## src/sv/smft_pkg.sv

```systemverilog
package smft_pkg;

    localparam int VAL_W            = 31;
    localparam int DATA_W           = 32;
    localparam int STATUS_W         = 2;
    localparam int CAPACITY_DEFAULT = 256;

    localparam logic OP_INSERT = 1'b0;
    localparam logic OP_TAKE   = 1'b1;

    localparam logic [STATUS_W-1:0] ST_DONE = 2'd0;
    localparam logic [STATUS_W-1:0] ST_NONE = 2'd1;
    localparam logic [STATUS_W-1:0] ST_FULL = 2'd2;

    // per-cell compare results shown to the neighbors
    typedef struct packed {
        logic ins_after;   // cell is at or past the insert slot
        logic take_hit;    // cell holds a value at or below the limit
    } smft_flags_t;

    // command broadcast to every cell
    typedef struct packed {
        logic load;        // a request is accepted this cycle
        logic do_insert;   // insert that will be stored
        logic do_take;     // take that finds a value
    } smft_cmd_t;

endpackage

```

## src/sv/smft_cell.sv

```systemverilog
module smft_cell (
    input  logic                         clk,
    input  smft_pkg::smft_cmd_t          cmd,
    input  logic                         occupied,
    input  logic [smft_pkg::VAL_W-1:0]   item_value,
    input  logic [smft_pkg::VAL_W-1:0]   left_val,
    input  smft_pkg::smft_flags_t        left_flags,
    input  logic [smft_pkg::VAL_W-1:0]   right_val,
    input  smft_pkg::smft_flags_t        right_flags,
    output logic [smft_pkg::VAL_W-1:0]   val,
    output smft_pkg::smft_flags_t        flags,
    output logic [smft_pkg::VAL_W-1:0]   leaf
);
    import smft_pkg::*;

    logic [VAL_W-1:0] val_reg;
    logic [VAL_W-1:0] val_next;
    logic [VAL_W-1:0] leaf_reg;
    logic [VAL_W-1:0] leaf_next;
    logic             gt;
    logic             is_idx;

    assign gt              = val_reg > item_value;
    assign flags.ins_after = !occupied || gt;
    assign flags.take_hit  = occupied && !gt;

    // last cell at or below the limit holds the value to take
    assign is_idx = flags.take_hit && !right_flags.take_hit;

    always_comb
    begin
        val_next = val_reg;
        if (cmd.do_insert && flags.ins_after)
        begin
            val_next = left_flags.ins_after ? left_val : item_value;
        end
        else if (cmd.do_take && (is_idx || !flags.take_hit))
        begin
            val_next = right_val;
        end
    end

    assign leaf_next = (cmd.do_take && is_idx) ? val_reg : '0;

    always_ff @(posedge clk)
    begin
        val_reg <= val_next;
        if (cmd.load)
        begin
            leaf_reg <= leaf_next;
        end
    end

    assign val  = val_reg;
    assign leaf = leaf_reg;

endmodule

```

## config.mk

```make
export PLATFORM = sky130hd
export DESIGN_NAME = smft_cell
export DESIGN_NICKNAME = d
export VERILOG_FILES = /design/src/sv/smft_pkg.sv /design/src/sv/smft_cell.sv
export SDC_FILE = /design/constraint.sdc
export NUM_CORES = 1
export LEC_CHECK = 0
export BUFFER_PORTS_ARGS = -buffer_cell sky130_fd_sc_hd__buf_2
export CORE_MARGIN = 2
export CORE_UTILIZATION = 40
export DETAILED_ROUTE_END_ITERATION = 10
export HOLD_SLACK_MARGIN = 0.05
export PLACE_DENSITY = 0.76
export SLEW_MARGIN = 10
export SYNTH_ARGS = -nofsm -noshare
export SYNTH_HDL_FRONTEND = slang
export SYNTH_SLANG_ARGS = --single-unit
```

## constraint.sdc

```tcl
create_clock -name clk -period 3.8 [get_ports clk]
set_input_delay 0.19 -clock clk [delete_from_list [all_inputs] [get_ports clk]]
set_output_delay 0.19 -clock clk [all_outputs]
set_load 0.005 [all_outputs]
```

==> summary.md, run 1 <==
| Metric | Value |
|---|---|
| MaxCap Viol Count | `0` |
| Worst skew pair latency | `0.33 ns` |
| GP Congestion | `0.857` |
| Synth-to-layout area growth | `24.2%` |
| Post-synthesis cell count | `510` |
| Synth cell types | `37` |
| CP Data Arrival Time | `3.35 ns` |
| Setup bufs post-CTS | `0` |
| Register area share after synthesis | `40.5%` |
| Required @ worst endpoint | `3.61 ns` |
| Nets | `778` |
| Iteration-0 DRC Markers | `368` |
| RSZ-0062 raised after global routing | `false` |
| Post-Synth Adder-Cell Area | `8.44%` |
| Chip Width | `111 µm` |
| Port Buf Inserts | `163` |
| VDD IR max | `0.265 mV` |
| Site Rows | `39` |
| Fillers | `1070` |
| Largest family of logic cells by synthesized area | `simple AND/OR/NAND/NOR gates` |
| Die H | `111 µm` |
| Setup-failing EPs final | `0` |
| Maximum clock path buffer count | `2` |
| Final hold violation count | `0` |
| Core Region | `0.0113 mm²` |
| Largest net degree at the start of global routing | `56` |
| Max-slew violations | `0` |
| Average wire per standard cell | `17.9 µm` |
| Hold_buf cts | `0` |
| # DRC | `0` |
| CTS tree | `done` |
| Crit path max fanout | `26` |
| Final WL | `14.2 mm` |
| Crit path launch type | `flip-flop` |
| FF+latch count, synth | `62` |
| Clock sinks | `62` |
| Drt first pass iters | `5` |
| Gr usage total | `22.6%` |
| Routed via count | `4558` |
| Post-DP HPWL | `10.1 mm` |
| I/O Pins | `166` |
| Post-synthesis simple-gate area fraction | `24.1%` |
| Total clock buffers created by CTS | `9` |
| First-pass GRT wire length | `22.4 mm` |
| Kind of critical path | `reg -> out` |
| Fraction of synthesized area in multiplexers | `0.218%` |
| Ratio of cells with drive above 1 in the final layout | `30.6%` |
| Post-CTS sizing | `0` |
| Slew headroom | `49.7%` |
| Min-Delay Path Class | `in -> reg` |
| Post-synthesis compound-gate area fraction | `18.2%` |
| Synth Area in XOR/XNOR | `0%` |
| Cell Pwr Density | `424 mW/mm²` |
| Leak pwr | `0.00251 µW` |
| Initial antenna violation count | `1` |
| Max frequency | `282 MHz` |
| Setup TNS | `0 ns` |
| Total power | `2420 µW` |
| Clk_skew | `0.00801 ns` |
| Antenna Nets Post-Route | `0` |
| Vias per cell | `5.74` |
| Clock transition at the registers of the reported paths | `0.06 ns` |
| Final min period | `3.54 ns` |
| Syn nets | `643` |
| Measured slew at the worst slew-check pin | `0.754 ns` |
| Die area | `0.0124 mm²` |
| Hold slack | `0.260 ns` |
| Grt ovf | `0` |
| Post-Syn Area | `0.00460 mm²` |
| CTS H-tree depth | `3` |
| Starting density of the core | `40.6%` |
| Number of global-route vias before repair | `4260` |
| Root Driver | `clkbuf_16` |
| Run status | `finished, final reports clean` |
| CP Capture Type | `primary output` |
| Fin crit share | `93.2%` |
| Ys Warns | `0` |
| Mean area per synthesized cell | `9.01 µm²` |
==> worst max-delay path, stage by stage, from the launching register on <==
cell	delay, ns
edfxtp_1	0.45
ha_1	0.35
nand4_1	0.24
nor4_1	0.57
o41a_2	0.26
buf_4	0.27
a2bb2oi_2	0.56
nand2b_1	0.19
buf_2	0.12
==> cell usage in the layout, fill, tap and decap left out, types with 3 or more instances in the layout <==
master	Yosys	layout
a21oi_1	12	12
buf_2	11	163
buf_4	0	10
clkbuf_16	0	9
edfxtp_1	62	62
ha_1	31	31
inv_1	32	32
nand2_1	35	35
nand3_1	36	36
nand4_1	7	7
nor2_1	65	65
nor3_1	30	30
nor4b_1	31	31
o211ai_1	30	30
o21a_1	31	31
o21ai_0	3	3
o22ai_1	31	31
==> layer usage <==
| layer | global-route usage, % | part of all wire, % |
|---|---|---|
| met1 | 31.3 | 44 |
| met2 | 36.3 | 47 |
| met3 | 4.37 | 8.1 |
| met4 | 6.42 | 1.3 |
| met5 | 0 | 0 |
==> where the power goes <==
group,switching [µW],leakage [µW],internal [µW],total (µW)
registers,84.0,0.000630,873,957
logic,405,0.00174,297,702
clock network,318,0.000138,443,761
total,807,0.00251,1610,2420
==> logic make-up (layout without fill, tap and decap cells) <==
logic type	after synthesis	after routing
DFF	62	62
buffers and inverters	82	222
other	0	1
adders and majority gates	31	31
muxes	1	1
AOI/OAI and AO/OA	119	119
and+or+nand+nor	215	215
==> Yosys cell counts <==
library cell	number	area, µm²
buf_2	11	55.1
o21a_1	31	233
a2bb2oi_2	1	15.0
o31a_1	1	8.76
nor3_2	2	20.0
nand3_1	36	180
nand2b_1	1	6.26
nor2b_1	2	12.5
a221o_1	1	10.0
a31oi_1	1	6.26
a21boi_0	1	7.51
clkbuf_1	29	109
o21ai_1	1	5.00
nand4_1	7	43.8
nor4b_1	31	272
nor4_1	2	12.5
a211oi_2	1	12.5
edfxtp_1	62	1860
buf_6	10	113
inv_1	32	120
o21ai_0	3	15.0
o211ai_1	30	225
nand2_1	35	131
nor3_1	30	150
mux2i_1	1	10.0
a21o_1	2	15.0
o41a_1	1	11.3
a211o_1	1	8.76
o21bai_1	1	7.51
nor2_1	65	244
ha_1	31	388
nand3b_1	1	7.51
o22ai_1	31	194
and2_1	1	6.26
nor4_2	1	12.5
a21oi_1	12	60.1
nor3b_1	1	7.51
==> final cells by class <==
class	instances	area (µm²)	area share, %
tap	143	179	3.13
inverter	32	120	2.10
antenna	1	2.50	0.0438
timing repair buffer	174	911	16.0
clock buffer	9	225	3.94
sequential	62	1860	32.6
clock inverter	7	48.8	0.855
multi-input combinational	366	2360	41.4
==> per-stage QoR <==
stage / utilization, % / cell area [µm²] / cells / worst slack [ns]
2_1_floorplan: - / 4600 / 510 / 0.120
3_3_place_gp: 48.0 / 5430 / 777 / 0.566
3_5_place_dp: 48.0 / 5430 / 777 / 0.538
4_1_cts: 50.4 / 5710 / 793 / 0.315
5_1_grt: 50.4 / 5710 / 794 / 0.107
6_report: 50.4 / 5710 / 794 / 0.260
==> worst paths after layout <==
kind	start	end	slack [ns]	depth (start not counted)
worst max-delay path	val[30]	flags[1]	0.26	8
worst min-delay path	right_val[0]	val[0]	0.26	3
worst max register to register	val[30]	leaf[6]	0.45	8
worst min register to register	val[26]	leaf[26]	0.65	2
Note: power is estimated with default switching activity, not from simulation.
==> run 2: changes to the inputs <==
--- a/config.mk
+++ b/config.mk
@@ -7,10 +7,10 @@
 export LEC_CHECK = 0
 export BUFFER_PORTS_ARGS = -buffer_cell sky130_fd_sc_hd__buf_2
 export CORE_MARGIN = 2
-export CORE_UTILIZATION = 40
+export CORE_UTILIZATION = 34
 export DETAILED_ROUTE_END_ITERATION = 10
 export HOLD_SLACK_MARGIN = 0.05
-export PLACE_DENSITY = 0.76
+export PLACE_DENSITY = 0.68
 export SLEW_MARGIN = 10
 export SYNTH_ARGS = -nofsm -noshare
 export SYNTH_HDL_FRONTEND = slang
==> run 2 against run 1 <==
Non-clock buffer count fell by 2. Sequential power down 0.4%. Sequential share of layout area down 0.35 points. Core utilization decreased by 6.8 points. Via count down 0.68%. Register-to-register slack improved by 0.19 ns. Global-route usage fell by 2.7 points. Wire length up 2.8%. Combinational power up 1%. Cell area up 1.1%.
==> summary.md, run 2 (synthesized netlist as in run 1, its figures left out) <==
| Metric | Value |
|---|---|
| Crit path launch type | `flip-flop (unchanged)` |
| CP Capture Type | `primary output (unchanged)` |
| Cells on worst reg2reg path | `6 (was 8)` |
| Area post-placement | `0.00545 mm² (was 0.00543 mm²)` |
| I/O Pins | `166 (unchanged)` |
| Measured slew at the worst slew-check pin | `1.11 ns (was 0.754 ns)` |
| Nets | `776 (was 778)` |
| Flip-flop and latch area | `0.00186 mm² (unchanged)` |
| Most frequent cells in the layout | `buf_2, nor2_1, edfxtp_1 (unchanged)` |
| Leak pwr | `0.00250 µW (was 0.00251 µW)` |
| Final std cells w/o fill | `825 (was 794)` |
| Clock sinks | `62 (unchanged)` |
| Critical path's slowest cell | `a211o_2 (was nor4_1)` |
| Required @ worst endpoint | `3.61 ns (about the same)` |
| Reg2reg end | `val[0] (was leaf[6])` |
| Hold_sp | `right_val[5] (was right_val[0])` |
| Number of global-route vias before repair | `4407 (was 4260)` |
| Cell area after layout | `0.00577 mm² (was 0.00571 mm²)` |
| Hold_buf cts | `0 (unchanged)` |
| Critical Path Stages | `9 (was 8)` |
| CTS tree | `done (unchanged)` |
| Setup-failing EPs final | `0 (unchanged)` |
| Util after Layout | `43.6% (was 50.4%)` |
| # DRC | `0 (unchanged)` |
| Final min period | `3.30 ns (was 3.54 ns)` |
| Routed via count | `4527 (was 4558)` |
| Iteration-0 DRC Markers | `299 (was 368)` |
| Max-slew violations | `0 (unchanged)` |
| Largest delay contributor family on the critical path | `compound AO/OA/AOI/OAI gates (was simple AND/OR/NAND/NOR gates)` |
| Run status | `finished, final reports clean (unchanged)` |
| Core Region | `0.0132 mm² (was 0.0113 mm²)` |
| Crit path max fanout | `23 (was 26)` |
| Vias per cell | `5.49 (was 5.74)` |
| Critical path cell sequence | `ha_1 -> a21oi_1 -> o21ai_1 -> a221o_1 -> a211o_2 -> a2bb2oi_4 -> buf_4 -> nand2b_1 -> buf_2 (was ha_1 -> nand4_1 -> nor4_1 -> o41a_2 -> buf_4 -> a2bb2oi_2 -> nand2b_1 -> buf_2)` |
| Max frequency | `303 MHz (was 282 MHz)` |
| Slew headroom | `26.2% (was 49.7%)` |
| Final WL | `14.6 mm (was 14.2 mm)` |
| Port Buf Inserts | `163 (unchanged)` |
| Multi-input logic area | `0.00238 mm² (was 0.00236 mm²)` |
| Total clock buffers created by CTS | `9 (unchanged)` |
| Worst skew pair latency | `0.33 ns (about the same)` |
| Average wire per standard cell | `17.7 µm (was 17.9 µm)` |
| Fillers | `1343 (was 1070)` |
| Worst R2R Start | `val[30] (unchanged)` |
| Fin crit share | `86.8% (was 93.2%)` |
| Min-Delay Path Class | `in -> reg (unchanged)` |
| Starting density of the core | `34.7% (was 40.6%)` |
| Maximum clock path buffer count | `2 (unchanged)` |
| Ratio of cells with drive above 1 in the final layout | `30.2% (was 30.6%)` |
| RSZ-0062 raised after global routing | `false (unchanged)` |
| Chip Width | `120 µm (was 111 µm)` |
| Initial antenna violation count | `1 (unchanged)` |
| MaxCap Viol Count | `0 (unchanged)` |
| Worst Hold Path Cells | `3 (unchanged)` |
| Root Driver | `clkbuf_16 (unchanged)` |
| VDD IR max | `0.229 mV (was 0.265 mV)` |
| CP Data Arrival Time | `3.11 ns (was 3.35 ns)` |
| Final hold violation count | `0 (unchanged)` |
| Die area | `0.0145 mm² (was 0.0124 mm²)` |
| Clk_skew | `0.00769 ns (was 0.00801 ns)` |
| Cell Pwr Density | `427 mW/mm² (was 424 mW/mm²)` |
| Gr usage total | `19.9% (was 22.6%)` |
| CTS H-tree depth | `3 (unchanged)` |
| Site Rows | `42 (was 39)` |
| Drt first pass iters | `5 (unchanged)` |
| Die H | `120 µm (was 111 µm)` |
| Cells after DPL | `806 (was 777)` |
| Total power | `2470 µW (was 2420 µW)` |
| Grt ovf | `0 (unchanged)` |
| Bufs and invs on worst path | `2 (unchanged)` |
| Post-DP HPWL | `10.3 mm (was 10.1 mm)` |
| Largest net degree at the start of global routing | `86 (was 56)` |
| Clock transition at the registers of the reported paths | `0.06 ns (about the same)` |
| CP max stage delay | `0.51 ns (was 0.57 ns)` |
| GP Congestion | `0.816 (was 0.857)` |
| Kind of critical path | `reg -> out (unchanged)` |
| R2R setup slack | `0.64 ns (was 0.45 ns)` |
| Antenna Nets Post-Route | `0 (unchanged)` |
| Commonest non-fill, non-tap cell in the layout | `buf_2 (unchanged)` |
| Synth-to-layout area growth | `25.6% (was 24.2%)` |
| First-pass GRT wire length | `22.6 mm (was 22.4 mm)` |
| Setup TNS | `0 ns (unchanged)` |
| Worst min-delay path endpoint | `val[5] (was val[0])` |
[run 2: changes by cell type in the layout (fill, tap and decap cells not counted), sizes merged]
cell	before	now
buf	174	172
bufinv	0	1
clkinvlp	0	3
inv	34	32
clkinv	5	3
[run 2: how the worst max path moves through the flow]
stage | endpoint | slack [ns] | from
2_1_floorplan | val[0] | 0.12 | val[29]
3_3_place_gp | flags[1] | 0.47 | val[30]
3_5_place_dp | flags[1] | 0.37 | val[30]
4_1_cts | flags[1] | 0.006 | val[30]
5_1_grt | flags[1] | 0.20 | val[30]
6_report | flags[1] | 0.50 | val[20]
[run 2: timing repair]
item                       4_1_cts  5_1_grt
setup buffers                    0        2
gates resized for setup          0        1
hold endpoints to repair         0        0
setup endpoints to repair        0        2
[run 2: final cells by class]
| type | instances | share of cell area, % |
|---|---|---|
| clock buffers | 9 | 3.90 |
| flip-flops and latches | 62 | 32.3 |
| clock inverters | 7 | 1.13 |
| well taps | 176 | 3.82 |
| repair buffers | 172 | 15.5 |
| inverters | 32 | 2.08 |
| diodes | 1 | 0.0434 |
| multi-input cells | 366 | 41.3 |
[run 2: per-layer routing]
metal  up-vias  track usage, %  share of wire (%)
li1       2171               -                  -
met1      2136            26.9                 45
met2       204            31.9                 46
met3        16            3.16                7.9
met4         0            7.92                1.3
met5         -               0                  0
[run 2: power breakdown]
part	internal, µW	leakage (µW)	switching (µW)
Sequential	873	0.000630	79.9
Clock	501	0.000133	302
Combinational	297	0.00174	412
Total	1670	0.00250	794
[run 2: stage by stage]
step / setup slack [ns] / hold WS, ns
after floorplan: 0.120 / 0.302
after global placement: 0.468 / 0.584
after detailed placement: 0.368 / 0.583
after CTS: 0.00569 / 0.264
after global routing: 0.199 / 0.291
final: 0.502 / 0.281
[run 2: worst min-delay path: cells and delay by family]
family	cells	cell delay [ns]
AO/OA/AOI/OAI	1	0.08
buffers and inverters	1	0.09
AND/OR/NAND/NOR	1	0.12
==> run 3: changes to the inputs <==
--- a/config.mk
+++ b/config.mk
@@ -5,12 +5,13 @@
 export SDC_FILE = /design/constraint.sdc
 export NUM_CORES = 1
 export LEC_CHECK = 0
+export ABC_AREA = 1
 export BUFFER_PORTS_ARGS = -buffer_cell sky130_fd_sc_hd__buf_2
 export CORE_MARGIN = 2
 export CORE_UTILIZATION = 34
 export DETAILED_ROUTE_END_ITERATION = 10
 export HOLD_SLACK_MARGIN = 0.05
-export PLACE_DENSITY = 0.68
+export PLACE_DENSITY = 0.7
 export SLEW_MARGIN = 10
 export SYNTH_ARGS = -nofsm -noshare
 export SYNTH_HDL_FRONTEND = slang
==> run 3 against run 2 <==
Via count fell by 23%. Register-to-register slack improved by 0.26 ns. Sequential power fell by 5.5%. Final cell count fell by 8.2%. Wire length fell by 31%. Cell area fell by 15%. Global-route usage fell by 2.9 points.
==> summary.md, run 3 <==
| Metric | Value |
|---|---|
| MaxCap Viol Count | `0 (unchanged)` |
| Top cells by area, synth | `edfxtp_1, nand2_1, ha_1 (was edfxtp_1, ha_1, nor4b_1)` |
| Site Rows | `38 (was 42)` |
| Clock sinks | `62 (unchanged)` |
| Initial antenna violation count | `0 (was 1)` |
| Fin crit share | `76.2% (was 86.8%)` |
| Total clock buffers created by CTS | `9 (unchanged)` |
| Run status | `finished, final reports clean (unchanged)` |
| Yosys top cell by area | `edfxtp_1 (unchanged)` |
| CP max stage delay | `0.42 ns (was 0.51 ns)` |
| Setup TNS | `0 ns (unchanged)` |
| Syn nets | `589 (was 643)` |
| First-pass GRT wire length | `15.6 mm (was 22.6 mm)` |
| Hold slack | `0.117 ns (was 0.281 ns)` |
| Number of global-route vias before repair | `3366 (was 4407)` |
| Routed via count | `3475 (was 4527)` |
| Maximum clock path buffer count | `2 (unchanged)` |
| Max-slew violations | `0 (unchanged)` |
| Most common cell in the netlist | `nand2_1 (was nor2_1)` |
| Die H | `110 µm (was 120 µm)` |
| Post-CTS sizing | `0 (unchanged)` |
| Post-synth EDFFs | `62 (unchanged)` |
| Min-Delay Path Class | `in -> reg (unchanged)` |
| Clk_skew | `0.0141 ns (was 0.00769 ns)` |
| Top cell type's share of synthesized area | `49.0% (was 40.5%)` |
| Grt ovf | `0 (unchanged)` |
| Die area | `0.0120 mm² (was 0.0145 mm²)` |
| Antenna Nets Post-Route | `0 (unchanged)` |
| Commonest non-fill, non-tap cell in the layout | `buf_2 (unchanged)` |
| Kind of critical path | `reg -> reg (was reg -> out)` |
| Measured slew at the worst slew-check pin | `0.777 ns (was 1.11 ns)` |
| Core Region | `0.0109 mm² (was 0.0132 mm²)` |
| Post-synthesis cell count | `456 (was 510)` |
| Critical path cell sequence | `ha_1 -> nand2_1 -> nor2_1 -> nand3_1 -> nor2_1 -> nand2_1 -> nand2_1 -> nand2_2 -> nand2_4 -> o21ai_0 -> nand2_1 -> buf_4 (was ha_1 -> a21oi_1 -> o21ai_1 -> a221o_1 -> a211o_2 -> a2bb2oi_4 -> buf_4 -> nand2b_1 -> buf_2)` |
| Leak pwr | `0.00270 µW (was 0.00250 µW)` |
| Clock transition at the registers of the reported paths | `0.07 ns (was 0.06 ns)` |
| Starting density of the core | `34.9% (was 34.7%)` |
| Synth cell types | `20 (was 37)` |
| Critical path's slowest cell | `edfxtp_1 (was a211o_2)` |
| CTS tree | `done (unchanged)` |
| Synth-to-layout area growth | `29.0% (was 25.6%)` |
| Drt first pass iters | `4 (was 5)` |
| Register area share after synthesis | `49.0% (was 40.5%)` |
| Most frequent cells in the layout | `buf_2, nand2_1, inv_1 (was buf_2, nor2_1, edfxtp_1)` |
| Root Driver | `clkbuf_8 (was clkbuf_16)` |
| Area post-placement | `0.00470 mm² (was 0.00545 mm²)` |
| CTS H-tree depth | `3 (unchanged)` |
| Critical Path Most Common Cell | `nand2_1` |
| Ratio of cells with drive above 1 in the final layout | `30.0% (was 30.2%)` |
| Setup bufs post-CTS | `0 (unchanged)` |
| Cells after DPL | `742 (was 806)` |
| Crit path max fanout | `35 (was 23)` |
| RSZ-0062 raised after global routing | `false (unchanged)` |
| Iteration-0 DRC Markers | `117 (was 299)` |
| Post-Syn Area | `0.00380 mm² (was 0.00460 mm²)` |
| Worst min-delay path endpoint | `val[6] (was val[5])` |
| FF+latch count, synth | `62 (unchanged)` |
| Final hold violation count | `0 (unchanged)` |
| Required @ worst endpoint | `3.77 ns (was 3.61 ns)` |
| Worst Hold Path Cells | `3 (unchanged)` |
| Final min period | `2.90 ns (was 3.30 ns)` |
| GP Congestion | `0.791 (was 0.816)` |
| Hold_buf cts | `0 (unchanged)` |
| Hold_sp | `right_val[6] (was right_val[5])` |
| R2R setup slack | `0.90 ns (was 0.64 ns)` |
| Diode count | `0 (was 1)` |
| Asr flop ratio synth | `0% (unchanged)` |
| Setup-failing EPs final | `0 (unchanged)` |
| I/O Pins | `166 (unchanged)` |
| Gr usage total | `17.0% (was 19.9%)` |
| Nets | `746 (was 776)` |
| CP Capture Type | `flip-flop (was primary output)` |
| Slew headroom | `48.2% (was 26.2%)` |
| VDD IR max | `0.159 mV (was 0.229 mV)` |
| Post-DP HPWL | `7.44 mm (was 10.3 mm)` |
| Crit path launch type | `flip-flop (unchanged)` |
| Vias per cell | `4.59 (was 5.49)` |
| Worst skew pair latency | `0.33 ns (about the same)` |
| Fillers | `1070 (was 1343)` |
| Chip Width | `110 µm (was 120 µm)` |
| Worst R2R Start | `val[30] (unchanged)` |
| Average wire per standard cell | `13.3 µm (was 17.7 µm)` |
| Cells on worst reg2reg path | `12 (was 6)` |
| Cell area after layout | `0.00490 mm² (was 0.00577 mm²)` |
| Final WL | `10.1 mm (was 14.6 mm)` |
| Reg2reg end | `val[24] (was val[0])` |
| Largest net degree at the start of global routing | `36 (was 86)` |
| Final std cells w/o fill | `757 (was 825)` |
| Max frequency | `345 MHz (was 303 MHz)` |
| Port Buf Inserts | `163 (unchanged)` |
| Ys flop type | `edfxtp_1 (unchanged)` |
| CP Data Arrival Time | `2.87 ns (was 3.11 ns)` |
| Mean area per synthesized cell | `8.33 µm² (was 9.01 µm²)` |
| # DRC | `0 (unchanged)` |
| Ys Warns | `0 (unchanged)` |
| Commonest cells post-synth | `nand2_1, inv_1, edfxtp_1 (was nor2_1, edfxtp_1, nand3_1)` |
| Cell Pwr Density | `407 mW/mm² (was 427 mW/mm²)` |
==> run 3: area by class of cell <==
class	count	area, µm²	share of cell area, %
flip-flops and latches	62	1860	38.0
multi-input cells	295	1530	31.2
repair buffers	166	838	17.1
inverters	79	297	6.05
well taps	140	175	3.58
clock buffers	9	124	2.53
clock inverters	6	77.6	1.58
==> run 3: logic make-up (layout without fill, tap and decap cells) <==
group,count (synthesis),count (layout),synth area share (%)
fa+ha+maj,31,31,10.2
mux,1,1,0.297
flops,62,62,49.0
compound gates,43,43,5.80
simple gates,220,220,23.9
buf+inv,99,260,10.8
==> run 3: how the worst max path moves through the flow <==
stage             from      end  cells past startpoint
5_1_grt        val[30]  val[24]                     12
6_report       val[30]  val[24]                     12
2_1_floorplan  val[14]   val[0]                     13
3_3_place_gp   val[30]  val[23]                     12
3_5_place_dp   val[30]  val[24]                     12
4_1_cts        val[30]  val[24]                     12
==> run 3: stage by stage <==
step                util (%)  setup slack, ns  power, µW
floorplan                  -             1.22       1190
global placement        43.2            0.893       1380
detailed placement      43.2            0.849       1400
CTS                     45.0            0.823       2020
global route            45.0            0.625       2130
finish                  45.0            0.904       1990
==> run 3: worst max-delay path, delay by kind of cell, from the launching register on <==
family	cells	cell delay (ns)
compound gates	1	0.16
fa+ha+maj	1	0.32
buf+inv	1	0.41
flops	1	0.42
simple gates	9	1.19
==> run 3: per-layer routing <==
| layer | share of wire (%) | GRT usage, % | wire length (µm) |
|---|---|---|---|
| met5 | 0 | 0 | 0 |
| met4 | 1.2 | 6.06 | 125 |
| met3 | 6.2 | 3.44 | 628 |
| met2 | 49 | 30.2 | 4970 |
| met1 | 43 | 20.4 | 4330 |
==> run 3: report_power, final <==
part | switching (µW) | total, µW | internal [µW]
clock | 255 | 615 | 359
sequential | 50.9 | 901 | 850
combinational | 282 | 478 | 196
total | 588 | 1990 | 1410
